--- src/hw/rtl/mvp_pkg.sv ---
`timescale 1ns / 1ps
// ----------------------------------------------------------------------------
// Matrix-vector product package
// Shared constants and types for the top level, the front end and the back end.
// ----------------------------------------------------------------------------
package mvp_pkg;

   localparam int DEF_VECTOR_DEPTH = 1024;

   localparam int ColW    = 10;
   localparam int ValW    = 16;
   localparam int SumW    = 32;
   localparam int RowW    = 16;
   localparam int LenW    = 11;
   localparam int MaxLen  = 1024;

   localparam int QueueDepth = 4;
   localparam int QPtrW      = $clog2(QueueDepth);
   localparam int QCntW      = QPtrW + 1;

   // action codes of an input word
   localparam logic ActVector = 1'b0;
   localparam logic ActMatrix = 1'b1;

   // register index, taken from paddr bit 2
   localparam logic RegRowLength = 1'b0;

   // one classified word waiting for the back end
   typedef struct packed {
      logic                   is_matrix;
      logic                   last;
      logic                   vec_zero;
      logic [ColW-1:0]        column;
      logic signed [ValW-1:0] value;
   } op_type;

   // queue status seen by the back end and the top level
   typedef struct packed {
      logic             full;
      logic             empty;
      logic             push;
      logic [QCntW-1:0] level;
   } q_stat_type;

endpackage

--- src/hw/rtl/mvp_front.sv ---
`timescale 1ns / 1ps
// ----------------------------------------------------------------------------
// Matrix-vector product front end
// Accepts input words, drops those with no effect, marks row ends and
// queues the rest for the back end.
// ----------------------------------------------------------------------------
module mvp_front #(
   parameter int VECTOR_DEPTH = mvp_pkg::DEF_VECTOR_DEPTH
) (
   input  logic                           clock,
   input  logic                           reset,
   input  logic                           req_valid,
   output logic                           req_stall,
   input  logic                           req_action,
   input  logic [mvp_pkg::ColW-1:0]       req_column,
   input  logic signed [mvp_pkg::ValW-1:0] req_value,
   input  logic [mvp_pkg::LenW-1:0]       eff_len,
   input  logic                           pop,
   output mvp_pkg::op_type                head,
   output mvp_pkg::q_stat_type            stat
);

   mvp_pkg::op_type                q_ff [mvp_pkg::QueueDepth];
   logic [mvp_pkg::QPtrW-1:0]      wr_ptr_ff, wr_ptr_in;
   logic [mvp_pkg::QPtrW-1:0]      rd_ptr_ff, rd_ptr_in;
   logic [mvp_pkg::QCntW-1:0]      count_ff, count_in;
   logic                           is_matrix;
   logic                           in_store;
   logic                           keep;
   logic                           push;
   logic                           full;
   mvp_pkg::op_type                op;

   assign full      = (count_ff == mvp_pkg::QCntW'(mvp_pkg::QueueDepth));
   assign req_stall = full;

   assign is_matrix = (req_action == mvp_pkg::ActMatrix);
   assign in_store  = (32'(req_column) < 32'(VECTOR_DEPTH));
   // matrix words past the row end and vector words past the store do nothing
   assign keep      = is_matrix ? (mvp_pkg::LenW'(req_column) < eff_len) : in_store;
   assign push      = req_valid && !req_stall && keep;

   always_comb begin
      op           = '0;
      op.is_matrix = is_matrix;
      op.last      = (mvp_pkg::LenW'(req_column) == (eff_len - mvp_pkg::LenW'(1)));
      op.vec_zero  = !in_store;
      op.column    = req_column;
      op.value     = req_value;
   end

   always_comb begin
      wr_ptr_in = wr_ptr_ff;
      rd_ptr_in = rd_ptr_ff;
      count_in  = count_ff;
      if (push) begin
         wr_ptr_in = wr_ptr_ff + mvp_pkg::QPtrW'(1);
      end
      if (pop) begin
         rd_ptr_in = rd_ptr_ff + mvp_pkg::QPtrW'(1);
      end
      if (push && !pop) begin
         count_in = count_ff + mvp_pkg::QCntW'(1);
      end else if (pop && !push) begin
         count_in = count_ff - mvp_pkg::QCntW'(1);
      end
   end

   always_ff @(posedge clock) begin
      if (reset) begin
         wr_ptr_ff <= '0;
         rd_ptr_ff <= '0;
         count_ff  <= '0;
      end else begin
         wr_ptr_ff <= wr_ptr_in;
         rd_ptr_ff <= rd_ptr_in;
         count_ff  <= count_in;
      end
   end

   always_ff @(posedge clock) begin
      if (push) begin
         q_ff[wr_ptr_ff] <= op;
      end
   end

   assign head       = q_ff[rd_ptr_ff];
   assign stat.full  = full;
   assign stat.empty = (count_ff == '0);
   assign stat.push  = push;
   assign stat.level = count_ff;

endmodule

--- config.mk ---
export PLATFORM = sky130hd
export DESIGN_NAME = mvp_front
export DESIGN_NICKNAME = d
export VERILOG_FILES = /design/src/hw/rtl/mvp_pkg.sv /design/src/hw/rtl/mvp_front.sv
export SDC_FILE = /design/constraint.sdc
export NUM_CORES = 1
export LEC_CHECK = 0
export ABC_AREA = 1
export BUFFER_PORTS_ARGS = -buffer_cell sky130_fd_sc_hd__buf_2
export CAP_MARGIN = 20
export CORE_MARGIN = 4
export CORE_UTILIZATION = 57
export DETAILED_ROUTE_END_ITERATION = 8
export PLACE_DENSITY = 0.88
export SYNTH_ARGS = -nofsm -noshare
export SYNTH_HDL_FRONTEND = slang
export SYNTH_SLANG_ARGS = --single-unit
--- constraint.sdc ---
create_clock -name clock -period 3.8 [get_ports clock]
set_input_delay 0.38 -clock clock [delete_from_list [all_inputs] [get_ports clock]]
set_output_delay 0.38 -clock clock [all_outputs]
set_load 0.02 [all_outputs]
==> results of run 1 <==
-- final cells by class --
class	instances	area, um2	area share [%]
Multi-Input combinational cell	276	1470	23.4
Inverter	42	158	2.52
Sequential cell	121	3540	56.6
Timing Repair Buffer	80	410	6.55
Tap cell	108	135	2.16
Clock buffer	18	418	6.67
Clock inverter	14	133	2.12
-- final timing paths --
| kind | to | start | slack, ps | depth (start not counted) |
|---|---|---|---|---|
| max | head[25] | register | 1030 | 5 |
| min | count_ff[0] | reset | 30 | 2 |
| max reg2reg | count_ff[1] | count_ff[1] | 1640 | 9 |
| min reg2reg | register | rd_ptr_ff[1] | 450 | 1 |
-- metal layers --
layer / vias to the layer above / global-route usage (%) / part of all wire (%)
met2: 122 / 34.4 / 52
met1: 1749 / 24.2 / 41
li1: 1770 / - / -
met3: 8 / 5.65 / 6.5
met5: - / 0 / 0
met4: 0 / 7.79 / 0.81
-- per-stage QoR --
| step | cell area, um2 | std cells | util [%] | hold slack, ps | power, mW |
|---|---|---|---|---|---|
| after floorplan | 5250 | 459 | - | 412 | 1.97 |
| after CTS | 6270 | 659 | 70.8 | 15.2 | 3.61 |
| after global routing | 6270 | 659 | 70.8 | 15.4 | 3.74 |
| after global placement | 5720 | 627 | 64.6 | 422 | 2.13 |
| after detailed placement | 5720 | 627 | 64.6 | 437 | 2.16 |
| final | 6270 | 659 | 70.8 | 32.3 | 3.60 |
-- power groups by stage --
stage          registers [mW]  logic (mW)  clock network (mW)
2_1_floorplan            1.64       0.328                   0
3_3_place_gp             1.63       0.504                   0
3_5_place_dp             1.63       0.523                   0
4_1_cts                  1.61       0.528                1.48
5_1_grt                  1.62       0.576                1.55
6_report                 1.61       0.522                1.47
-- cell usage after synthesis, types with 4 or more instances --
master	number
sky130_fd_sc_hd__nand3_1	13
sky130_fd_sc_hd__dfxtp_1	9
sky130_fd_sc_hd__o21ai_0	55
sky130_fd_sc_hd__buf_2	4
sky130_fd_sc_hd__inv_1	41
sky130_fd_sc_hd__clkbuf_1	10
sky130_fd_sc_hd__o21ai_1	8
sky130_fd_sc_hd__ha_1	16
sky130_fd_sc_hd__a21oi_1	7
sky130_fd_sc_hd__buf_4	5
sky130_fd_sc_hd__nor2_1	87
sky130_fd_sc_hd__xnor2_1	4
sky130_fd_sc_hd__edfxtp_1	112
sky130_fd_sc_hd__o22ai_1	28
sky130_fd_sc_hd__nand2_1	43
-- registers in the layout, indices dropped and copies added (netlist names), named ones only --
register,flops
rd_ptr_ff,2
count_ff,3
wr_ptr_ff,2
q_ff,112
-- cells by family (layout without fill, tap and decap cells) --
logic type	Yosys count	in the layout	synth area share (%)
AOI/OAI and AO/OA	100	100	10.4
xor gates and xnor gates	7	7	1.43
adders and majority gates	17	17	4.19
DFF	121	121	67.5
and+or+nand+nor	151	151	11.5
other	1	1	0.0714
buffers and inverters	62	154	4.91
-- critical path: cells and delay by family, from the launching register on --
family | cells | cell delay, ps
buf+inv | 3 | 1080
flops | 1 | 300
compound gates | 2 | 490
==> summary by stage, run 1 <==
Timing
Across the routed clock network, the largest skew measured is 10.4 ps. The count of final hold-check violations is 0. For the final routed database, the setup TNS stands at 0 ps. The count of final max-slew check failures is 0.

The transition time of the tightest slew-check pin is about 890 ps. The final critical delay including setup and external delays is 2770 ps. The normalized max-slew margin is around 40%. Setup slack on the critical path of the routed design comes to 1030 ps.

For this run, the top clock speed supported by timing is 361 MHz. The number of failing setup endpoints in the final timing report is 0. Setup repair after global routing left no endpoint under its margin. The final worst-path cycle share is 72.9%.

Clocking
The post-CTS resize count is 0. CTS built an H-tree with a depth of 4. For this design, the sink count on the clock tree is 121. The clock latency reported for the late side of the worst-skew pair is 510 ps. The clock root buffer is sky130_fd_sc_hd__clkbuf_8. TritonCTS built the clock tree. The count of hold buffers inserted by post-cts repair is 0. After clock tree synthesis, the clock-pin slew on the worst setup and hold paths is 60 ps.

Counting along the longest clock path gives a buffer depth of 2. TritonCTS created 17 clock buffers. After clock tree synthesis, the setup repair step added 0 buffers.

Detailed routing
The detailed-route wire length per cell is 16.4 um. The count of nets left with antenna violations once routing finished came out at 0. Across all layers, the routed design uses 3649 vias.

After detailed routing, the number of vias per cell comes to 5.54. The first detailed-routing pass ran for 5 iterations. The wire length after detailed routing is 10.8 mm.

The detailed router finished its first iteration with 272 violations. For this run, design rule violations remaining after detail routing come to 0.

Power and ir drop
The share of total power consumed by net switching is 26.3%. The combinational group share of total power is 14.5%. The switching power summed over all nets is about 0.95 mW. Cell internal power was estimated by the tool at around 2.7 mW. The share of total power dissipated in the clock network is 40.8%. The register share of total power is 44.7%. The highest ir drop seen on vdd is 0.000261 V. The total power density per cell area is 574 nW/um2.

The analysis attributes to cell leakage a power of approximately 2.5 nW.

Synthesis
Synthesis produced 459 cells. The post-synth design cell area is 5250 um2. Yosys attributes the largest share of cell area to sky130_fd_sc_hd__edfxtp_1 64%, sky130_fd_sc_hd__nor2_1 6.2%, sky130_fd_sc_hd__o21ai_0 5.2%. Of the post-synthesis cell area, the dominant cell type holds 64.1%. Counting flops with a built-in enable in the synthesized netlist gives roughly 110. The share of synthesized registers carrying an async set or reset is 0%. The Yosys step of the flow raised 0 warnings. The number of synthesized register bits is 121.

The most used flip-flop cell after synthesis is sky130_fd_sc_hd__edfxtp_1. The synthesized area per cell is 11.4 um2. In this run, distinct cell masters in the synthesized netlist total 28. The sequential cell area fraction in the yosys report is 67.5%. The cell taking the most area after synthesis is sky130_fd_sc_hd__edfxtp_1. Counting every net in the synthesized netlist gives around 520.

Finish
The top cell types in the final layout, fill and taps aside, are 112 x sky130_fd_sc_hd__edfxtp_1, 83 x sky130_fd_sc_hd__nor2_1, 76 x sky130_fd_sc_hd__buf_2. The antenna diode count is 0. The library cell used most frequently in the layout, excluding fill and tap cells, is sky130_fd_sc_hd__edfxtp_1.

The filler cell count is about 640. The area growth from synthesis to layout is 19.4%. The net count of the finished layout is 597. In the final layout, the share of cells above drive strength 1 is around 22%.

Global routing
The number of antenna violations at the first check in global routing was 0. The total grt overflow is 0. The via count of the first global-routing pass was 3541. Global routing consumed, over all layers together, 20.1% of the routing resources. The first global-routing pass estimated between 15 and 20 mm of wire. Entering global routing, the biggest net connects 57 pins.

Setup path
Along the worst path, the maximum fanout reaches 29. The critical path arrival is 2390 ps. Traced cell by cell, the critical path runs through buf_4 -> inv_1 -> o21ai_0 -> o22ai_1 -> buf_2.

The cell with the largest stage delay on the worst path is sky130_fd_sc_hd__inv_1. The kind of critical path is reg -> out. The largest single stage delay on the critical path is 650 ps. The element type at the critical path start is a register. The endpoint type of the worst setup path is an output port. Data on the critical path is required at its endpoint by 3420 ps.

Run status
The run finished with clean final reports.

Floorplanning
The floorplan has 34 rows. The die height is 104 um. The core outline area is 8850 um2. The die covers 10800 um2. For this configuration, the core starts out at a cell density of 59.3%. The chip width is 104 um.

The number of top-level pins is between 70 and 80.

Placed design
OpenSTA, run right after detailed placement, puts the worst setup slack at 1050 ps. The number of port buffers is 76. At the end of routability-driven placement, the weighted congestion stood at 0.864. Detailed placement ended at an HPWL of 6.58 mm.

Hold path
The tightest min-delay check is of the in -> reg type.

Run
The tool flagged a number of max-cap violations equal to 0.
(Power assumes the default switching activity.)
==> run 2, diff against run 1 <==
==> constraint.sdc (replaced) <==
create_clock -name clock -period 2.7 [get_ports clock]
set_input_delay 0.27 -clock clock [delete_from_list [all_inputs] [get_ports clock]]
set_output_delay 0.27 -clock clock [all_outputs]
set_load 0.02 [all_outputs]
==> summary by stage, run 2 (same netlist as run 1, synthesis figures left out) <==
Run status
The run finished with clean final reports.

Finish
Leaving out fill and tap cells, the most frequent cell in the layout is sky130_fd_sc_hd__edfxtp_1. The largest registers in the layout are q_ff: 112 flops, count_ff: 3 flops. The final standard cell utilization of the core is 74.2%. The register with the most flip-flops in the layout has about 110 of them.

After filler insertion, the fill cell instance count of the layout stands at around 570. Compared with the post-synthesis result, the final layout area differs by 25.0%. The top cell types in the final layout, fill and taps aside, are 112 x sky130_fd_sc_hd__edfxtp_1, 83 x sky130_fd_sc_hd__nor2_1, 76 x sky130_fd_sc_hd__buf_2. The antenna diode count is 0. The area of all sequential standard cells is 3540 um2.

The count of non-filler cells in the finished layout is between 600 and 700. The number of nets in the final layout is 620. The fraction of layout instances using a drive strength above 1 is 21.6%. Ranked by flip-flop count, first place goes to q_ff. The multi-input combinational cells in the finished layout cover a total of 1470 um2.

Power and ir drop
For this design the static power due to leakage is 2.62 nW. For this design the total switching power over the nets is 1.30 mW. The share of total power consumed by net switching is 24.7%. The clock network fraction of total power is 41.8%. The internal power summed over all cells is 3.96 mW. The total power density per cell area is 801 nW/um2. The highest ir drop seen on vdd is 0.000439 V.

The combinational group share of total power is 15.1%. The register share of total power is 43.1%.

Timing
The final worst-path cycle share is 92.1%. Setup repair after global routing left no endpoint under its margin. For the pin with the worst max-slew slack, the measured transition is 919 ps.

The normalized max-slew margin is 38.7%. The number of failing setup endpoints in the final timing report is 0. The final critical delay including setup and external delays is around 2500 ps. The count of final max-slew check failures came to 0. The worst setup slack after layout is ~210 ps. The count of final hold-check violations is 0. In the final timing run, aggregate negative setup slack is 0 ps. The highest achievable clock rate is just over 400 MHz. The clock arrives with 9.15 ps of skew.

Floorplanning
The core outline area is 8850 um2. The placement row count is 34. Once the floorplan was initialized, standard cells occupied 59.3% of the core. The chip width is 104 um. The die height is 104 um. In this run the count of I/O pins placed on the die edge is 78. The floorplan die area is 10800 um2.

Placed design
Detailed placement finished with a half-perimeter wire length of 7.00 mm. The number of port buffers is between 70 and 80. The cell count after placement is 632. Timing analysis after detailed placement gives a worst setup slack of 180 ps. At the end of routability-driven placement, the weighted congestion stood at 0.819.

Detailed routing
The detailed-route wire length per cell is 16.8 um. In this run the remaining antenna-violating nets after routing total 0. The length of the first detailed-routing pass in iterations is 5. The initial DRC count is 260. The DRC violations left is 0. Across all layers, the routed design uses 3757 vias. For this block, the routed nets add up to roughly 11 mm of wire.

The average vias per placed instance is 5.52.

Clocking
The clock root buffer is sky130_fd_sc_hd__clkbuf_8. The post-CTS resize count is 0. Buffers inserted to repair hold after CTS numbered 18.

Counting along the longest clock path gives a buffer depth of 2. The number of levels the H-tree was split into is 4. The clock net in this run drives a total of roughly 120 sinks. TritonCTS built the clock tree. Clock latency on the worst-skew pair, taken at its later pin, is 510 ps.

Once the clock tree was built, the setup fixing pass inserted 0 buffers. The clock edge transition at the registers on the reported setup and hold paths is 60 ps. The clock buffer count from CTS is 17.

Setup path
The worst setup path is launched from a register. The critical path arrival is 2220 ps. In this run the register-to-register setup slack is 730 ps. STA puts the critical path data required time at 2430 ps. For this design, the slowest cell found on the critical path is sky130_fd_sc_hd__inv_1. Of all nets on the critical path, the largest fanout is 28.

On the worst path, the slowest cell contributes a delay of 660 ps. STA classifies the critical path endpoint as an output port. Traced cell by cell, the critical path runs through inv_1 -> o21ai_0 -> o22ai_1 -> buf_2. The kind of critical path is reg -> out.

Global routing
The first global-routing pass estimated 18.8 mm of wire. The number of antenna violations at the first check in global routing is 0. The pin count of the biggest net entering global routing is 57. Global routing finished with a remaining overflow of 0. The via count of the first global-routing pass is 3900.

The total track usage is 22.2%.

Run
The number of maximum-capacitance violations is 0.

Hold path
The type of the most critical hold path is in -> reg.
## run 2: critical path, delay by kind of cell (launching register included)
family          cells  cell delay [ps]
compound gates      2              490
buf+inv             2              890
flops               1              310
## run 2: metal layers
layer	share of wire, %	global-route usage [%]	up-vias
met1	40	26.0	1790
met2	52	38.4	136
met3	6.3	6.83	16
met4	1.5	8.07	0
met5	0	0	-
li1	-	-	1815
## run 2: power groups by stage
stage / logic, mW / clock network [mW] / registers, mW
after floorplan: 0.462 / 0 / 2.31
after global placement: 0.746 / 0 / 2.29
after detailed placement: 0.773 / 0 / 2.30
after CTS: 0.800 / 2.22 / 2.26
after global routing: 0.879 / 2.32 / 2.27
final: 0.795 / 2.20 / 2.26
## run 2: path summary, 6_finish.rpt
kind | to | from | cells past startpoint
min | q_ff[0][25] | req_column[9] | 1
max | head[27] | register | 4
max reg2reg | count_ff[2] | count_ff[0] | 12
min reg2reg | rd_ptr_ff[1] | rd_ptr_ff[1] | 1
## run 2: cell type report
cell class	count	share of cell area, %
well taps	108	2.06
clock inverters	11	2.34
clock buffers	20	6.48
inverters	42	2.40
repair buffers	103	10.3
flip-flops and latches	121	54.0
multi-input cells	276	22.4
## run 2: per-stage QoR
step	total power [mW]	area (um2)	hold slack, ps
detailed placement	3.07	5800	435
global route	5.47	6560	1.64
floorplan	2.77	5250	342
global placement	3.04	5800	422
CTS	5.28	6560	4.97
finish	5.26	6560	25.1
==> run 3, diff against run 2 <==
--- a/config.mk
+++ b/config.mk
@@ -9,9 +9,10 @@
 export BUFFER_PORTS_ARGS = -buffer_cell sky130_fd_sc_hd__buf_2
 export CAP_MARGIN = 20
 export CORE_MARGIN = 4
-export CORE_UTILIZATION = 57
+export CORE_UTILIZATION = 59
+export CTS_BUF_LIST = sky130_fd_sc_hd__clkbuf_8
 export DETAILED_ROUTE_END_ITERATION = 8
-export PLACE_DENSITY = 0.88
+export PLACE_DENSITY = 0.9
 export SYNTH_ARGS = -nofsm -noshare
 export SYNTH_HDL_FRONTEND = slang
 export SYNTH_SLANG_ARGS = --single-unit
==> summary by stage, run 3 (same netlist as run 1, synthesis figures left out) <==
Hold path
The min-delay analysis places its worst path in the category in -> reg. The worst hold endpoint is q_ff[2][15]. In this run the most critical hold path is launched from req_value[15].

Counting instances, the worst hold path has a depth of 1.

Finish
The fraction of layout instances using a drive strength above 1 is 22.1%. The number of flip-flops in the largest register is 112. The number of antenna diodes in the final layout is 0.

The area of the multi-input gates is 1480 um2. The library cells used most frequently in the layout, excluding fill and tap cells, are 112 x sky130_fd_sc_hd__edfxtp_1, 83 x sky130_fd_sc_hd__nor2_1, 76 x sky130_fd_sc_hd__buf_2. The final standard cell utilization of the core is 72.2%. The layout overhead on the synthesized area is 19.4%. In the final layout, flip-flops and latches occupy 3540 um2.

At the end of the flow, the number of nets in the layout was 604. After filler insertion, the fill cell instance count of the layout stands at 568. The largest registers in the layout are q_ff: 112 flops, count_ff: 3 flops.

The commonest non-fill, non-tap cell in the layout is sky130_fd_sc_hd__edfxtp_1. The register with the most flip-flops in the final layout is q_ff.

Detailed routing
In the routed layout, each cell is associated on average with a via count of 5.53. The final layout contains routed wiring with a total length of ~11 mm. The DRC violations left is 0. Dividing the detail-routed wire length by the instance count gives 16.2 um. Before antenna repair, the detailed router went through 5 iterations. The initial DRC count is 289. The detail route stage leaves a number of antenna-violating nets equal to 0. The routed layout has 3679 vias.

Global routing
Across every metal layer, demand over resource in global routing totals 21.5%. The total overflow left after global routing is 0. Entering global routing, the biggest net connects 57 pins.

The number of antenna violations at the first check in global routing is 0. The first-pass GRT wire length is 16.8 mm. The via count of the first global-routing pass was 3638.

Placed design
Detailed placement ended at an HPWL of about 7.0 mm. Routability-driven placement finished with a final weighted congestion of ~0.87. Port buffering added 76 buffers.

Power and ir drop
The completed layout was analyzed and its total power is 4.84 mW. The total power density per cell area is between 700 and 800 nW/um2. The highest ir drop seen on vdd is 0.000337 V. The leakage power is around 2.5 nW.

Clocking
The clock root buffer is sky130_fd_sc_hd__clkbuf_8. TritonCTS built the clock tree. Counting every sink on the clock net gives 121. Buffers inserted to repair hold after CTS numbered 1. After clock tree synthesis, the setup repair step added 0 buffers. In this run the deepest clock path goes through 2 buffers. TritonCTS created 17 clock buffers.

At the later pin of the worst-skew pair, clock insertion delay measures 430 ps. After clock tree synthesis, the clock-pin slew on the worst setup and hold paths is 70 ps. The clock tree synthesis step divided the H-tree into 4 levels. The post-CTS resize count is 0.

Timing
Derived from the worst setup path, the maximum achievable clock frequency is 438 MHz. The tightest hold path in the finished design has a slack of 60.1 ps. The count of final max-slew check failures was 0.

The number of failing setup endpoints in the final timing report is 0. In this run the tightest slew margin relative to its limit is a little over half. The final worst-path cycle share is a little over four fifths. In the final timing run, aggregate negative setup slack is 0 ps. Setup repair after global routing left no endpoint under its margin. The final critical delay including setup and external delays is 2280 ps. The setup skew after layout is 6.64 ps. The transition time of the tightest slew-check pin is 692 ps. The count of final hold-check violations came to 0.

Floorplanning
The number of top-level pins is 78. The floorplan has 34 rows. The floorplan die area is 10500 um2.

The die height is roughly 100 um. After floorplanning, the core was sized to cover 8680 um2. The initial utilization of the core area, before any placement, comes to between 60% and 70%. From left edge to right edge, the die measures 102 um.

Run status
The run finished with clean final reports.

Setup path
The worst register-to-register path begins at count_ff[0]. STA puts the critical path data required time at 2430 ps. In this run the worst path has a maximum fanout of 41. The worst stage delay on the critical path is 500 ps.

Counting cells, the worst reg-to-reg path comes to 9. The total buffers and inverters traversed by the critical path is 3. For flop-to-flop paths, the worst setup slack is approximately 690 ps.

Data arrives at the worst endpoint at roughly 2000 ps. The element type at the critical path start is a register. The slowest stage of the critical path is the sky130_fd_sc_hd__inv_2 cell. The kind of critical path is reg -> out. On the critical path the largest part of the delay comes from buffers and inverters.

STA classifies the critical path endpoint as an output port. The critical path goes through inv_2 -> buf_4 -> nor2_1 -> o22ai_1 -> buf_2. In this run the critical register-to-register path is captured at count_ff[1].

Run
The number of maximum-capacitance violations is 0.
## run 3: cell types whose count changed in the layout (fill, tap and decap cells not counted), sizes merged
cell,delta
bufinv,+2
clkinv,-2
dlygate4sd3,-17
inv,+3
clkbuf,-3
buf,+1
## run 3: stage by stage
| step | worst slack, ps | cell area (um2) | instances |
|---|---|---|---|
| finish | 419 | 6270 | 665 |
| global route | 269 | 6270 | 665 |
| CTS | 382 | 6270 | 665 |
| detailed placement | 223 | 5810 | 633 |
| global placement | 333 | 5810 | 633 |
| floorplan | 34.0 | 5250 | 459 |
## run 3: cell type report
cell class              count  share of cell area (%)
clock inverters            14                    3.39
flip-flops and latches    121                    56.6
multi-input cells         276                    23.6
well taps                 108                    2.16
inverters                  42                    2.52
clock buffers              17                    3.73
repair buffers             87                    8.03
## run 3: power breakdown
| part | total, mW | switching, mW | internal [mW] |
|---|---|---|---|
| Clock | 1.80 | 0.637 | 1.16 |
| Combinational | 0.775 | 0.523 | 0.252 |
| Sequential | 2.26 | 0.0500 | 2.21 |
| Total | 4.84 | 1.21 | 3.63 |
## run 3: worst max-delay path by stage
stage | start | to | slack [ps] | cells after the start
after floorplan | eff_len[2] | q_ff[0][0] | 30 | 9
after detailed placement | eff_len[2] | count_ff[2] | 220 | 18
after global placement | eff_len[2] | count_ff[2] | 330 | 18
after CTS | register | head[2] | 380 | 5
after global routing | register | head[2] | 270 | 5
final | register | head[2] | 420 | 5
## run 3: routing by layer
layer / GRT usage [%] / part of all wire, %
met1: 25.1 / 39
met2: 37.8 / 51
met3: 5.32 / 7.7
met4: 9.38 / 2.1
met5: 0 / 0
